===== config.mk =====
export PLATFORM = sky130hd
export DESIGN_NAME = top_n_flow_selector
export DESIGN_NICKNAME = d
export VERILOG_FILES = /design/src/rtl/tnfs_pkg.sv /design/src/rtl/tnfs_cell.sv /design/src/rtl/top_n_flow_selector.sv
export VERILOG_INCLUDE_DIRS = /design/src /design/src/rtl
export SDC_FILE = /design/constraint.sdc
export NUM_CORES = 2
export LEC_CHECK = 0
export ABC_AREA = 1
export BUFFER_PORTS_ARGS = -buffer_cell sky130_fd_sc_hd__buf_4
export CORE_MARGIN = 8
export CORE_UTILIZATION = 40
export DETAILED_ROUTE_END_ITERATION = 10
export GPL_TIMING_DRIVEN = 0
export HOLD_SLACK_MARGIN = 0.12
export SYNTH_ARGS = -nofsm -noshare
export SYNTH_HDL_FRONTEND = slang
export SYNTH_SLANG_ARGS = --single-unit

===== constraint.sdc =====
create_clock -name clk_i -period 8.6 [get_ports clk_i]
set_input_delay 0 -clock clk_i [delete_from_list [all_inputs] [get_ports clk_i]]
set_output_delay 0 -clock clk_i [all_outputs]
set_load 0.01 [all_outputs]

===== src/rtl/top_n_flow_selector_macros.svh =====
// Assertion macros for the top-N flow selector.
`ifndef TOP_N_FLOW_SELECTOR_MACROS_SVH
`define TOP_N_FLOW_SELECTOR_MACROS_SVH

`ifndef SYNTHESIS

// Checked only while reset is released.
`define TNFS_ASSERT(lbl, clk, rstn, prop) \
  lbl: assert property (@(posedge clk) disable iff (!rstn) prop) \
    else $error("tnfs: assertion failed");

// Checked at every clock edge, reset included.
`define TNFS_ASSERT_ALWAYS(lbl, clk, prop) \
  lbl: assert property (@(posedge clk) prop) \
    else $error("tnfs: assertion failed");

`else

`define TNFS_ASSERT(lbl, clk, rstn, prop)
`define TNFS_ASSERT_ALWAYS(lbl, clk, prop)

`endif

`endif


===== src/rtl/tnfs_pkg.sv =====
package tnfs_pkg;

  // Fixed field widths of the ports.
  localparam int unsigned IdPortW   = 16;
  localparam int unsigned PktW      = 32;
  localparam int unsigned RankW     = 4;
  localparam int unsigned CfgW      = 5;
  localparam int unsigned ModeW     = 2;

  // Upper limit on results per finish.
  localparam int unsigned MaxResults = 16;

  localparam logic [CfgW-1:0] TopCountReset = 5'd16;

  localparam logic [ModeW-1:0] MODE_OFFER        = 2'd0;
  localparam logic [ModeW-1:0] MODE_OFFER_FINISH = 2'd1;
  localparam logic [ModeW-1:0] MODE_FINISH       = 2'd2;

  typedef enum logic {
    ST_IDLE,
    ST_DRAIN
  } state_e;

  // Control broadcast to every cell of the chain.
  typedef struct packed {
    logic offer;     // an entry is offered this cycle
    logic shift_up;  // drain: take the data of the next cell
    logic clear;     // final drain cycle: empty the slot
  } cell_ctrl_t;

endpackage


===== src/rtl/tnfs_cell.sv =====
module tnfs_cell #(
  parameter int unsigned IdW = 16
) (
  input  logic                         clk_i,
  input  logic                         rst_ni,
  input  tnfs_pkg::cell_ctrl_t         ctrl_i,
  input  logic                         active_i,
  input  logic                         found_i,
  output logic                         found_o,
  input  logic [IdW-1:0]               new_id_i,
  input  logic [tnfs_pkg::PktW-1:0]    new_pkt_i,
  input  logic [IdW-1:0]               prev_id_i,
  input  logic [tnfs_pkg::PktW-1:0]    prev_cnt_i,
  input  logic                         prev_full_i,
  input  logic [IdW-1:0]               next_id_i,
  input  logic [tnfs_pkg::PktW-1:0]    next_cnt_i,
  input  logic                         next_full_i,
  output logic [IdW-1:0]               id_o,
  output logic [tnfs_pkg::PktW-1:0]    cnt_o,
  output logic                         full_o
);
  import tnfs_pkg::*;

  logic [IdW-1:0]  id_q, id_d;
  logic [PktW-1:0] cnt_q, cnt_d;
  logic            full_q, full_d;
  logic            take;

  // The entry belongs here or earlier if this slot is empty or strictly smaller.
  assign take    = active_i && (!full_q || (new_pkt_i > cnt_q));
  assign found_o = found_i || take;

  always_comb begin
    id_d   = id_q;
    cnt_d  = cnt_q;
    full_d = full_q;
    priority if (ctrl_i.clear) begin
      full_d = 1'b0;
    end else if (ctrl_i.shift_up) begin
      id_d   = next_id_i;
      cnt_d  = next_cnt_i;
      full_d = next_full_i;
    end else if (ctrl_i.offer && active_i) begin
      if (found_i) begin
        // An earlier cell took the entry: move down one place.
        id_d   = prev_id_i;
        cnt_d  = prev_cnt_i;
        full_d = prev_full_i;
      end else if (take) begin
        id_d   = new_id_i;
        cnt_d  = new_pkt_i;
        full_d = 1'b1;
      end
    end
  end

  always_ff @(posedge clk_i or negedge rst_ni) begin
    if (!rst_ni) begin
      full_q <= 1'b0;
    end else begin
      full_q <= full_d;
    end
  end

  always_ff @(posedge clk_i) begin
    id_q  <= id_d;
    cnt_q <= cnt_d;
  end

  assign id_o   = id_q;
  assign cnt_o  = cnt_q;
  assign full_o = full_q;

endmodule


===== src/rtl/top_n_flow_selector.sv =====
// Channel   Direction  Handshake               Payload
// command   in         start_i / busy_o        mode_i, flow_id_i, flow_packets_i
// result    out        result_valid_o (strobe) rank_o, ranked_flow_id_o, ranked_packets_o,
//                                              slot_valid_o, last_result_o
// config    in         cfg_valid_i / cfg_ready_o  cfg_data_i (top_count)
//
// An offered entry is inserted in the cycle it is accepted: one entry per cycle while busy_o is low.
// A finish holds busy_o high while the clamped top_count slots drain; each drain
// cycle moves one slot out of cell 0 of the chain, and its result is on the ports
// in the next cycle. The list is cleared in the last drain cycle.
// After reset every slot is empty and top_count is 16.
// Results are strobes; the receiver cannot stall them.
`include "top_n_flow_selector_macros.svh"

module top_n_flow_selector #(
  parameter int unsigned TOP_SLOTS    = 16,
  parameter int unsigned FLOW_ID_BITS = 16
) (
  input  logic                             clk_i,
  input  logic                             rst_ni,
  input  logic                             start_i,
  output logic                             busy_o,
  input  logic [tnfs_pkg::ModeW-1:0]       mode_i,
  input  logic [tnfs_pkg::IdPortW-1:0]     flow_id_i,
  input  logic [tnfs_pkg::PktW-1:0]        flow_packets_i,
  output logic                             result_valid_o,
  output logic [tnfs_pkg::RankW-1:0]       rank_o,
  output logic [tnfs_pkg::IdPortW-1:0]     ranked_flow_id_o,
  output logic [tnfs_pkg::PktW-1:0]        ranked_packets_o,
  output logic                             slot_valid_o,
  output logic                             last_result_o,
  input  logic                             cfg_valid_i,
  output logic                             cfg_ready_o,
  input  logic [tnfs_pkg::CfgW-1:0]        cfg_data_i
);
  import tnfs_pkg::*;

  localparam int unsigned NMax = (TOP_SLOTS < MaxResults) ? TOP_SLOTS : MaxResults;
  localparam int unsigned IdxW = 7;

  state_e state_q, state_d;

  logic [CfgW-1:0]  top_count_q;
  logic [CfgW-1:0]  act_n;
  logic [RankW-1:0] rank_q, rank_d;

  logic             accept;
  logic             do_offer;
  logic             do_finish;
  logic             drain_last;
  cell_ctrl_t       ctrl;

  logic [FLOW_ID_BITS-1:0] new_id;
  logic [IdPortW-1:0]      head_id;

  logic [FLOW_ID_BITS-1:0] cell_id   [TOP_SLOTS];
  logic [PktW-1:0]         cell_cnt  [TOP_SLOTS];
  logic                    cell_full [TOP_SLOTS];
  logic                    found     [TOP_SLOTS+1];

  logic                    out_valid_q;
  logic [RankW-1:0]        out_rank_q;
  logic [IdPortW-1:0]      out_id_q;
  logic [PktW-1:0]         out_pkt_q;
  logic                    out_full_q;
  logic                    out_last_q;

  // Configuration register.
  assign cfg_ready_o = 1'b1;

  always_ff @(posedge clk_i or negedge rst_ni) begin
    if (!rst_ni) begin
      top_count_q <= TopCountReset;
    end else if (cfg_valid_i && cfg_ready_o) begin
      top_count_q <= cfg_data_i;
    end
  end

  // Slots in use: zero acts as one, large values saturate.
  always_comb begin
    act_n = top_count_q;
    if (act_n == '0) begin
      act_n = CfgW'(1);
    end else if (act_n > CfgW'(NMax)) begin
      act_n = CfgW'(NMax);
    end
  end

  assign accept    = start_i && !busy_o;
  assign do_offer  = accept && ((mode_i == MODE_OFFER) || (mode_i == MODE_OFFER_FINISH));
  assign do_finish = accept && ((mode_i == MODE_FINISH) || (mode_i == MODE_OFFER_FINISH));
  assign drain_last = ({1'b0, rank_q} == (act_n - CfgW'(1)));

  // Next state.
  always_comb begin
    state_d = state_q;
    unique case (state_q)
      ST_IDLE: begin
        if (do_finish) begin
          state_d = ST_DRAIN;
        end
      end
      ST_DRAIN: begin
        if (drain_last) begin
          state_d = ST_IDLE;
        end
      end
      default: state_d = ST_IDLE;
    endcase
  end

  // Outputs of the controller.
  always_comb begin
    busy_o        = 1'b0;
    ctrl.offer    = 1'b0;
    ctrl.shift_up = 1'b0;
    ctrl.clear    = 1'b0;
    rank_d        = rank_q;
    unique case (state_q)
      ST_IDLE: begin
        ctrl.offer = do_offer;
        rank_d     = '0;
      end
      ST_DRAIN: begin
        busy_o        = 1'b1;
        ctrl.clear    = drain_last;
        ctrl.shift_up = !drain_last;
        rank_d        = rank_q + RankW'(1);
      end
      default: begin
        busy_o = 1'b0;
      end
    endcase
  end

  always_ff @(posedge clk_i or negedge rst_ni) begin
    if (!rst_ni) begin
      state_q <= ST_IDLE;
      rank_q  <= '0;
    end else begin
      state_q <= state_d;
      rank_q  <= rank_d;
    end
  end

  // Identifier width conversions between the ports and the cells.
  generate
    if (FLOW_ID_BITS <= IdPortW) begin : g_id_narrow
      assign new_id  = flow_id_i[FLOW_ID_BITS-1:0];
      assign head_id = IdPortW'(cell_id[0]);
    end else begin : g_id_wide
      assign new_id  = FLOW_ID_BITS'(flow_id_i);
      assign head_id = cell_id[0][IdPortW-1:0];
    end
  endgenerate

  assign found[0] = 1'b0;

  generate
    for (genvar i = 0; i < TOP_SLOTS; i++) begin : g_cell
      logic                    active;
      logic [FLOW_ID_BITS-1:0] prev_id, next_id;
      logic [PktW-1:0]         prev_cnt, next_cnt;
      logic                    prev_full, next_full;

      assign active = (IdxW'(i) < IdxW'(act_n));

      if (i == 0) begin : g_first
        assign prev_id   = '0;
        assign prev_cnt  = '0;
        assign prev_full = 1'b0;
      end else begin : g_mid
        assign prev_id   = cell_id[i-1];
        assign prev_cnt  = cell_cnt[i-1];
        assign prev_full = cell_full[i-1];
      end

      if (i == TOP_SLOTS - 1) begin : g_last
        assign next_id   = '0;
        assign next_cnt  = '0;
        assign next_full = 1'b0;
      end else begin : g_inner
        assign next_id   = cell_id[i+1];
        assign next_cnt  = cell_cnt[i+1];
        assign next_full = cell_full[i+1];
      end

      tnfs_cell #(
        .IdW (FLOW_ID_BITS)
      ) u_cell (
        .clk_i       (clk_i),
        .rst_ni      (rst_ni),
        .ctrl_i      (ctrl),
        .active_i    (active),
        .found_i     (found[i]),
        .found_o     (found[i+1]),
        .new_id_i    (new_id),
        .new_pkt_i   (flow_packets_i),
        .prev_id_i   (prev_id),
        .prev_cnt_i  (prev_cnt),
        .prev_full_i (prev_full),
        .next_id_i   (next_id),
        .next_cnt_i  (next_cnt),
        .next_full_i (next_full),
        .id_o        (cell_id[i]),
        .cnt_o       (cell_cnt[i]),
        .full_o      (cell_full[i])
      );
    end
  endgenerate

  // Result register, loaded from the head of the chain while draining.
  always_ff @(posedge clk_i or negedge rst_ni) begin
    if (!rst_ni) begin
      out_valid_q <= 1'b0;
    end else begin
      out_valid_q <= (state_q == ST_DRAIN);
    end
  end

  always_ff @(posedge clk_i) begin
    if (state_q == ST_DRAIN) begin
      out_rank_q <= rank_q;
      out_id_q   <= cell_full[0] ? head_id : '0;
      out_pkt_q  <= cell_full[0] ? cell_cnt[0] : '0;
      out_full_q <= cell_full[0];
      out_last_q <= drain_last;
    end
  end

  assign result_valid_o   = out_valid_q;
  assign rank_o           = out_rank_q;
  assign ranked_flow_id_o = out_id_q;
  assign ranked_packets_o = out_pkt_q;
  assign slot_valid_o     = out_full_q;
  assign last_result_o    = out_last_q;

  // A finish request always starts a drain.
  `TNFS_ASSERT(a_finish_drains, clk_i, rst_ni, do_finish |=> busy_o)
  // The first result of every drain is rank zero.
  `TNFS_ASSERT(a_first_rank, clk_i, rst_ni, $rose(busy_o) |=> (result_valid_o && (rank_o == '0)))
  // Once the block is free again, only the final result can still be showing.
  `TNFS_ASSERT_ALWAYS(a_idle_last, clk_i, (result_valid_o && !busy_o) |-> last_result_o)

endmodule

After elaboration in Yosys (flattened, before gate mapping)
Cells that the tools add are included.
{ "word_totals": {"register_bits": 849, "in_bits": 59, "elab_cells": 492} }
{ "op_classes": {"addsub": 2, "magnitude_cmp": 33, "eq_ne": 3, "mux": 212, "bitwise": 2, "n_reduce_logical": 183} }
{ "ops": {"columns": ["operator", "n"], "rows": [
  ["2-to-1 mux 32 bit", 62],
  ["2-to-1 mux 16 bit", 62],
  ["greater-than comparator 32 bit", 16],
  ["nonzero test 3 bit", 32],
  ["2-to-1 mux 1 bit", 83],
  ["nonzero test 4 bit", 15],
  ["AND reduction 3 bit", 16],
  ["less-than comparator 4 x 5 -> 1 bit (first input constant)", 8],
  ["logical AND 1 bit", 35],
  ["nonzero test 2 bit", 17],
  ["logical OR 1 bit", 32],
  ["AND reduction 2 bit", 16],
  ["less-than comparator 3 x 5 -> 1 bit (first input constant)", 4],
  ["logical NOT 1 bit", 18],
  ["less-than comparator 1 x 5 -> 1 bit (first input constant)", 2],
  ["less-than comparator 2 x 5 -> 1 bit (first input constant)", 2],
  ["2-to-1 mux 5 bit", 2],
  ["one-hot mux 4 bit (2 select lines)", 1],
  ["== test 4 x 5 -> 1 bit", 1],
  ["greater-than comparator 5 bit (second input constant)", 1],
  ["logical NOT 5 bit", 1],
  ["subtractor 5 x 1 -> 5 bit (second input constant)", 1],
  ["adder 4 x 1 -> 4 bit (second input constant)", 1],
  ["== test 2 x 1 -> 1 bit (second input constant)", 1],
  ["other kinds (5)", 6]
]} }

Longest topological paths before layout
{ "depth": {"ltp_word": 23, "depth_mapped": 29} }

Modules after synthesis
Synthesis repeated with hierarchy kept, for this count alone.
{ "hier_totals": {"cells_unflattened": 7070, "area_unflattened_um2": 56539.2} }
{ "modules_own_cells": {"columns": ["mod", "n_inst", "cells_each", "area_per_inst_um2", "seq_area_each_um2"], "rows": [
  ["tnfs_cell", 16, 425, 3357.0, 1466.4],
  ["top_n_flow_selector", 1, 270, 2827.7, 1898.1]
]} }

Worst setup path after synthesis
No wires, ideal clock.
{ "synth_path": {"kind": "register -> register", "startpoint": "register state_q", "endpoint": "register g_cell[1].u_cell.cnt_q[0], enable pin", "setup_ps": 520, "t_arrival_ps": 5342, "required_ps": 8080, "slack_ps": 2738, "path_stages_with_launch": 6, "n_path_buf": 0, "cell_sequence": "dfrtp_1 inv_1 nand2_1 nor2_1 nand2_1 o21ai_0"} }
{ "synth_via": {"elab_chain_cells": 8} }
{ "synth_rtl": {"columns": ["item", "line_no", "text"], "rows": [
  ["start, declared", "top_n_flow_selector.sv:41", "state_e state_q, state_d;"],
  ["start signal, assigned", "top_n_flow_selector.sv:141", "state_q <= state_d;"],
  ["2-to-1 mux 1 bit", "top_n_flow_selector.sv:119", "unique case (state_q)"],
  ["logical NOT 1 bit", "top_n_flow_selector.sv:89", "assign accept = start_i && !busy_o;"],
  ["logical AND 1 bit", "top_n_flow_selector.sv:89", null],
  ["logical AND 1 bit", "top_n_flow_selector.sv:90", "assign do_offer = accept && ((mode_i == MODE_OFFER) || (mode_i == MODE_OFFER_FINISH));"],
  ["2-to-1 mux 1 bit", "top_n_flow_selector.sv:119", null],
  ["logical AND 1 bit", "tnfs_cell.sv:43", "end else if (ctrl_i.offer && active_i) begin"],
  ["nonzero test 2 bit (no line)", null, null],
  ["AND reduction 3 bit (no line) *", null, null],
  ["end signal, assigned", "tnfs_cell.sv:67", "cnt_q <= cnt_d;"],
  ["end, declared", "tnfs_cell.sv:25", "logic [PktW-1:0] cnt_q, cnt_d;"]
]} }
Mark *: on every way between the ends. The rest lies on a longest branch, timed or not.
A chain may end at the register's enable or synchronous reset.

Worst setup path after layout
{ "layout_path": {"startpoint": "register top_count_q[4]", "endpoint": "register g_cell[15].u_cell.cnt_q[12], enable pin"} }
{ "layout_rtl": {"columns": ["item", "line_no", "text"], "rows": [
  ["start, declared", "top_n_flow_selector.sv:43", "logic [CfgW-1:0] top_count_q;"],
  ["start signal, assigned", "top_n_flow_selector.sv:73", "top_count_q <= TopCountReset;"],
  ["start signal, assigned", "top_n_flow_selector.sv:75", "top_count_q <= cfg_data_i;"],
  ["greater-than comparator 5 bit", "top_n_flow_selector.sv:84", "end else if (act_n > CfgW'(NMax)) begin"],
  ["2-to-1 mux 5 bit", "top_n_flow_selector.sv:84", null],
  ["2-to-1 mux 5 bit *", "top_n_flow_selector.sv:82", "if (act_n == '0) begin"],
  ["subtractor 5 x 1 -> 5 bit *", "top_n_flow_selector.sv:92", "assign drain_last = ({1'b0, rank_q} == (act_n - CfgW'(1)));"],
  ["== test 4 x 5 -> 1 bit *", "top_n_flow_selector.sv:92", null],
  ["named net drain_last", "top_n_flow_selector.sv:50", "logic drain_last;"],
  ["logical NOT 1 bit", "top_n_flow_selector.sv:127", "ctrl.shift_up = !drain_last;"],
  ["2-to-1 mux 2 bit *", "top_n_flow_selector.sv:119", null],
  ["nonzero test 3 bit (no line) / nonzero test 2 bit (equally long branches)", null, null],
  ["AND reduction 3 bit (no line) *", null, null],
  ["end signal, assigned", "tnfs_cell.sv:67", null],
  ["end, declared", "tnfs_cell.sv:25", null]
]} }
Mark *: on every way through the listed nets, which the timed path passes. The rest lies on a longest branch.

==> results.md <==
- Status: finished clean
- Hold EP: g_cell[13].u_cell.full_o$_DFFE_PN0P_
- Adder-Cell Fraction of Synth Area: 12.26%
- Critical Path RT: 9.04 ns
- Avg WL per Cell: 24.18 um
- TritonRoute pass-1 iters: 6
- Commonest cells after routing, fill and taps aside: 914 x nand2_1, 822 x edfxtp_1, 713 x inv_1
- Clock-pin slew on the worst setup and hold paths: 0.07 ns
- CP arrival: 7.11 ns
- Final Hold Vio Count: 0
- Die W: 379.1 um
- Tmin final: 6.670 ns
- Flop2flop setup slack: 1.93 ns
- Post-synth EDFFs: 822
- Post-CTS setup buffers: 0
- Asr flop ratio synth: 3.180%
- CTS Sinks: 849
- Pwr/cell area: 407.3 mW/mm^2
- Cells after Synth: 5593
- CP delay by family, top: buffers and inverters
- Starting density of the core: 40.23%
- Initial antenna violation count: 5
- P_sw: 0.01046 W
- Worst clock skew: 0.02598 ns
- CP max-delay cell: clkbuf_1
- Main synth FF type: edfxtp_1
- Sequential area share after synthesis: 48.08%
- Post-Synth XOR/XNOR Area: 0.06642%
- Synth Area in Compound Gates: 15.99%
- Simple-Gate Fraction of Synth Area: 15.67%
- PortBufs: 113
- First-pass GRT wire length: 278500 um
- Sequential Power Share: 37.9%
- Routed vias/inst: 5.857
- LEAKAGE: 24.97 nW
- # rows: 133
- Critical Path Max Stage Delay: 1.04 ns
- Cts repair resizes: 0
- Num ports: 116
- Die ar.: 0.1438 mm^2
- Total GRT Usage: 25.37%
- Final Cell Area: 0.06003 mm^2
- CP Launch Type: flip-flop
- Root Buffer: clkbuf_16
- Clock share of power: 17.3%
- Core Footprint: 0.1311 mm^2
- Most common cell after layout, fill and taps aside: nand2_1
- Worst hold path class: in2reg
- Drc violations: 0
- Fin. max-slew vios: 0
- Reg-to-reg endpoint: g_cell[15].u_cell.cnt_o[12]$_SDFFCE_PP0P_
- RSZ-0062 raised after global routing: no
- Largest net degree at the start of global routing: 65
- CTS tree: done
- Synth Net Count: 6169
- Count of state elements after synthesis: 849
- Sw Ratio: 42.77%
- H-Tree Depth: 3
- Internal power: 0.01399 W
- Critical path peak fanout: 32
- Final worst-path cycle share: 77.56%
- Via count: 45334
- Final nets: 6472
- Iteration-0 DRC Markers: 4711
- Worst Setup SP: top_count_q[4]$_DFFE_PN1P_
- FF-to-FF path depth: 15
- Buf/Inv on CP: 6
- Peak Freq: 149.9 MHz
- # hold bufs at CTS: 70
- Gr ovfl total: 0
- Vias in the first global route: 46178
- Post-synthesis mux area share: 0%
- CP Capture Type: flip-flop
- Yosys warning total: 0
- Clock Path Buffers: 3
- Inst Count DP: 7477
- Min-delay src: mode_i[0]
- RePlAce Congestion: 0.9477
- Final setup fails: 0
- Area delta synth->final: 13.80%
- Largest family of logic cells by synthesized area: compound AO/OA/AOI/OAI gates
- Die Height: 379.1 um
- Final Hold Slack: 0.2753 ns
- Layout cells sized above 1: 5.448%
- Placed inst area: 0.05616 mm^2
- DRT Wirelength: 187200 um
- Worst slew pin tran: 1.363 ns
- Avg Cell Area, Syn: 9.431 um^2
- Logic pwr share: 44.8%
- Peak supply drop: 0.2165 mV
- Max Cap Violations: 0
- Filler-free cell count of the finished design: 7740
- Num CTS Buffers: 102
- Netlist area before placement: 0.05275 mm^2
- Dpl hpwl: 151400 um
- Clock Latency Late Sink: 0.72 ns
- R2R Path Start: top_count_q[4]$_DFFE_PN1P_
- Worst setup path category: reg2reg
- Final ANT Viol Nets: 0
- Cell depth of the worst hold path: 7
- Slew margin rel.: 9.112%
- Yosys cell types: 51
- Fin util: 45.78%
- Worst-path cell chain: inv_1 > o21ai_1 > a21oi_1 > o21ai_1 > o22ai_1 > a21oi_1 > nand2_1 > nor4b_2 > nor2_1 > inv_2 > buf_2 > clkbuf_1 > clkbuf_1 > nand2_2 > buf_12
## Yosys cell counts (11+ instances only)
cell        n  area, um^2
a211oi_1   11       82.58
a21oi_1   270        1351
nand2_1   915        3435
nor3_1     25       125.1
buf_1      34       127.6
clkbuf_1  324        1216
buf_2      16       80.08
edfxtp_1  822       24680
o221ai_1  410        3591
a31oi_1    28       175.2
nand3_1   657        3288
o21ai_0   201        1006
o211ai_1  240        1802
o21a_1     15       112.6
nor2_1    227       852.1
ha_1      517        6469
inv_1     724        2718
nand4_1    42       262.8
nor4_1     14       87.58
dfrtp_1    26       650.6
## sequential cells by signal (all words and copies together) (netlist names)
name / count
g_cell.u_cell.cnt_o: 512
last_result_o: 1
g_cell.u_cell.id_o: 256
ranked_packets_o: 32
g_cell.u_cell.full_o: 16
ranked_flow_id_o: 16
result_valid_o: 1
state_q: 1
slot_valid_o: 1
rank_q: 4
rank_o: 4
top_count_q: 5
## area by class of cell
cell class / instances / area (um^2)
multi-input combinational: 3640 / 23250
clock inverter: 50 / 366.6
sequential: 849 / 25360
antenna: 1 / 2.502
inverter: 727 / 2729
clock buffer: 142 / 2793
fill: 12844 / 71100
tap: 1755 / 2196
timing repair buffer: 199 / 1879
buffer: 377 / 1454
## power groups by stage
stage	combinational, W	clock [W]	sequential, W
3_5_place_dp	0.0108	0	0.00931
6_report	0.0109	0.00424	0.00926
5_1_grt	0.0122	0.00443	0.00945
3_3_place_gp	0.0103	0	0.00943
4_1_cts	0.0109	0.00428	0.00925
2_1_floorplan	0.00713	0	0.00885
## through the flow
step           power, W  setup TNS [ns]  worst slack (ns)
2_1_floorplan   0.01597               0             2.738
3_3_place_gp    0.01971          -43.12           -0.9080
3_5_place_dp    0.02010               0             2.056
4_1_cts         0.02439               0             2.034
5_1_grt         0.02612               0             1.701
6_report        0.02445               0             1.930
## per-layer routing
layer | track usage, % | vias up | wire length [um]
met5 | 0 | - | 13
met4 | 11.29 | 2 | 9767
met3 | 3.666 | 442 | 12950
met2 | 41.88 | 1793 | 86680
met1 | 33.08 | 22032 | 77760
li1 | - | 21065 | -
## cells by family (layout without fill, tap and decap cells)
group | count (synthesis) | in the layout
and+or+nand+nor | 1901 | 1901
AOI/OAI and AO/OA | 1217 | 1217
buffers and inverters | 1104 | 1495
DFF | 849 | 849
adders and majority gates | 517 | 517
xor gates and xnor gates | 4 | 4
other | 1 | 2
## worst reg2reg max path, stage by stage, from the launching register on
cell and delay (ns):
dfstp_2 0.59, inv_1 0.19, o21ai_1 0.31, a21oi_1 0.14, o21ai_1 0.25, o22ai_1 0.11, a21oi_1 0.15, nand2_1 0.09
nor4b_2 0.67, nor2_1 0.40, inv_2 0.19, buf_2 0.33, clkbuf_1 1.05, clkbuf_1 0.93, nand2_2 0.61, buf_12 0.36
## worst max-delay path by stage
stage / cells past startpoint / endpoint / slack (ns)
6_report: 15 / g_cell[15].u_cell.cnt_o[12]$_SDFFCE_PP0P_ / 1.93
5_1_grt: 15 / g_cell[15].u_cell.cnt_o[8]$_SDFFCE_PP0P_ / 1.70
4_1_cts: 15 / g_cell[15].u_cell.cnt_o[19]$_SDFFCE_PP0P_ / 2.03
3_5_place_dp: 15 / g_cell[15].u_cell.cnt_o[8]$_SDFFCE_PP0P_ / 2.06
3_3_place_gp: 14 / g_cell[1].u_cell.cnt_o[10]$_DFFE_PP_ / -0.91
2_1_floorplan: 5 / g_cell[1].u_cell.cnt_o[0]$_DFFE_PP_ / 2.74
(Power assumes the default switching activity.)
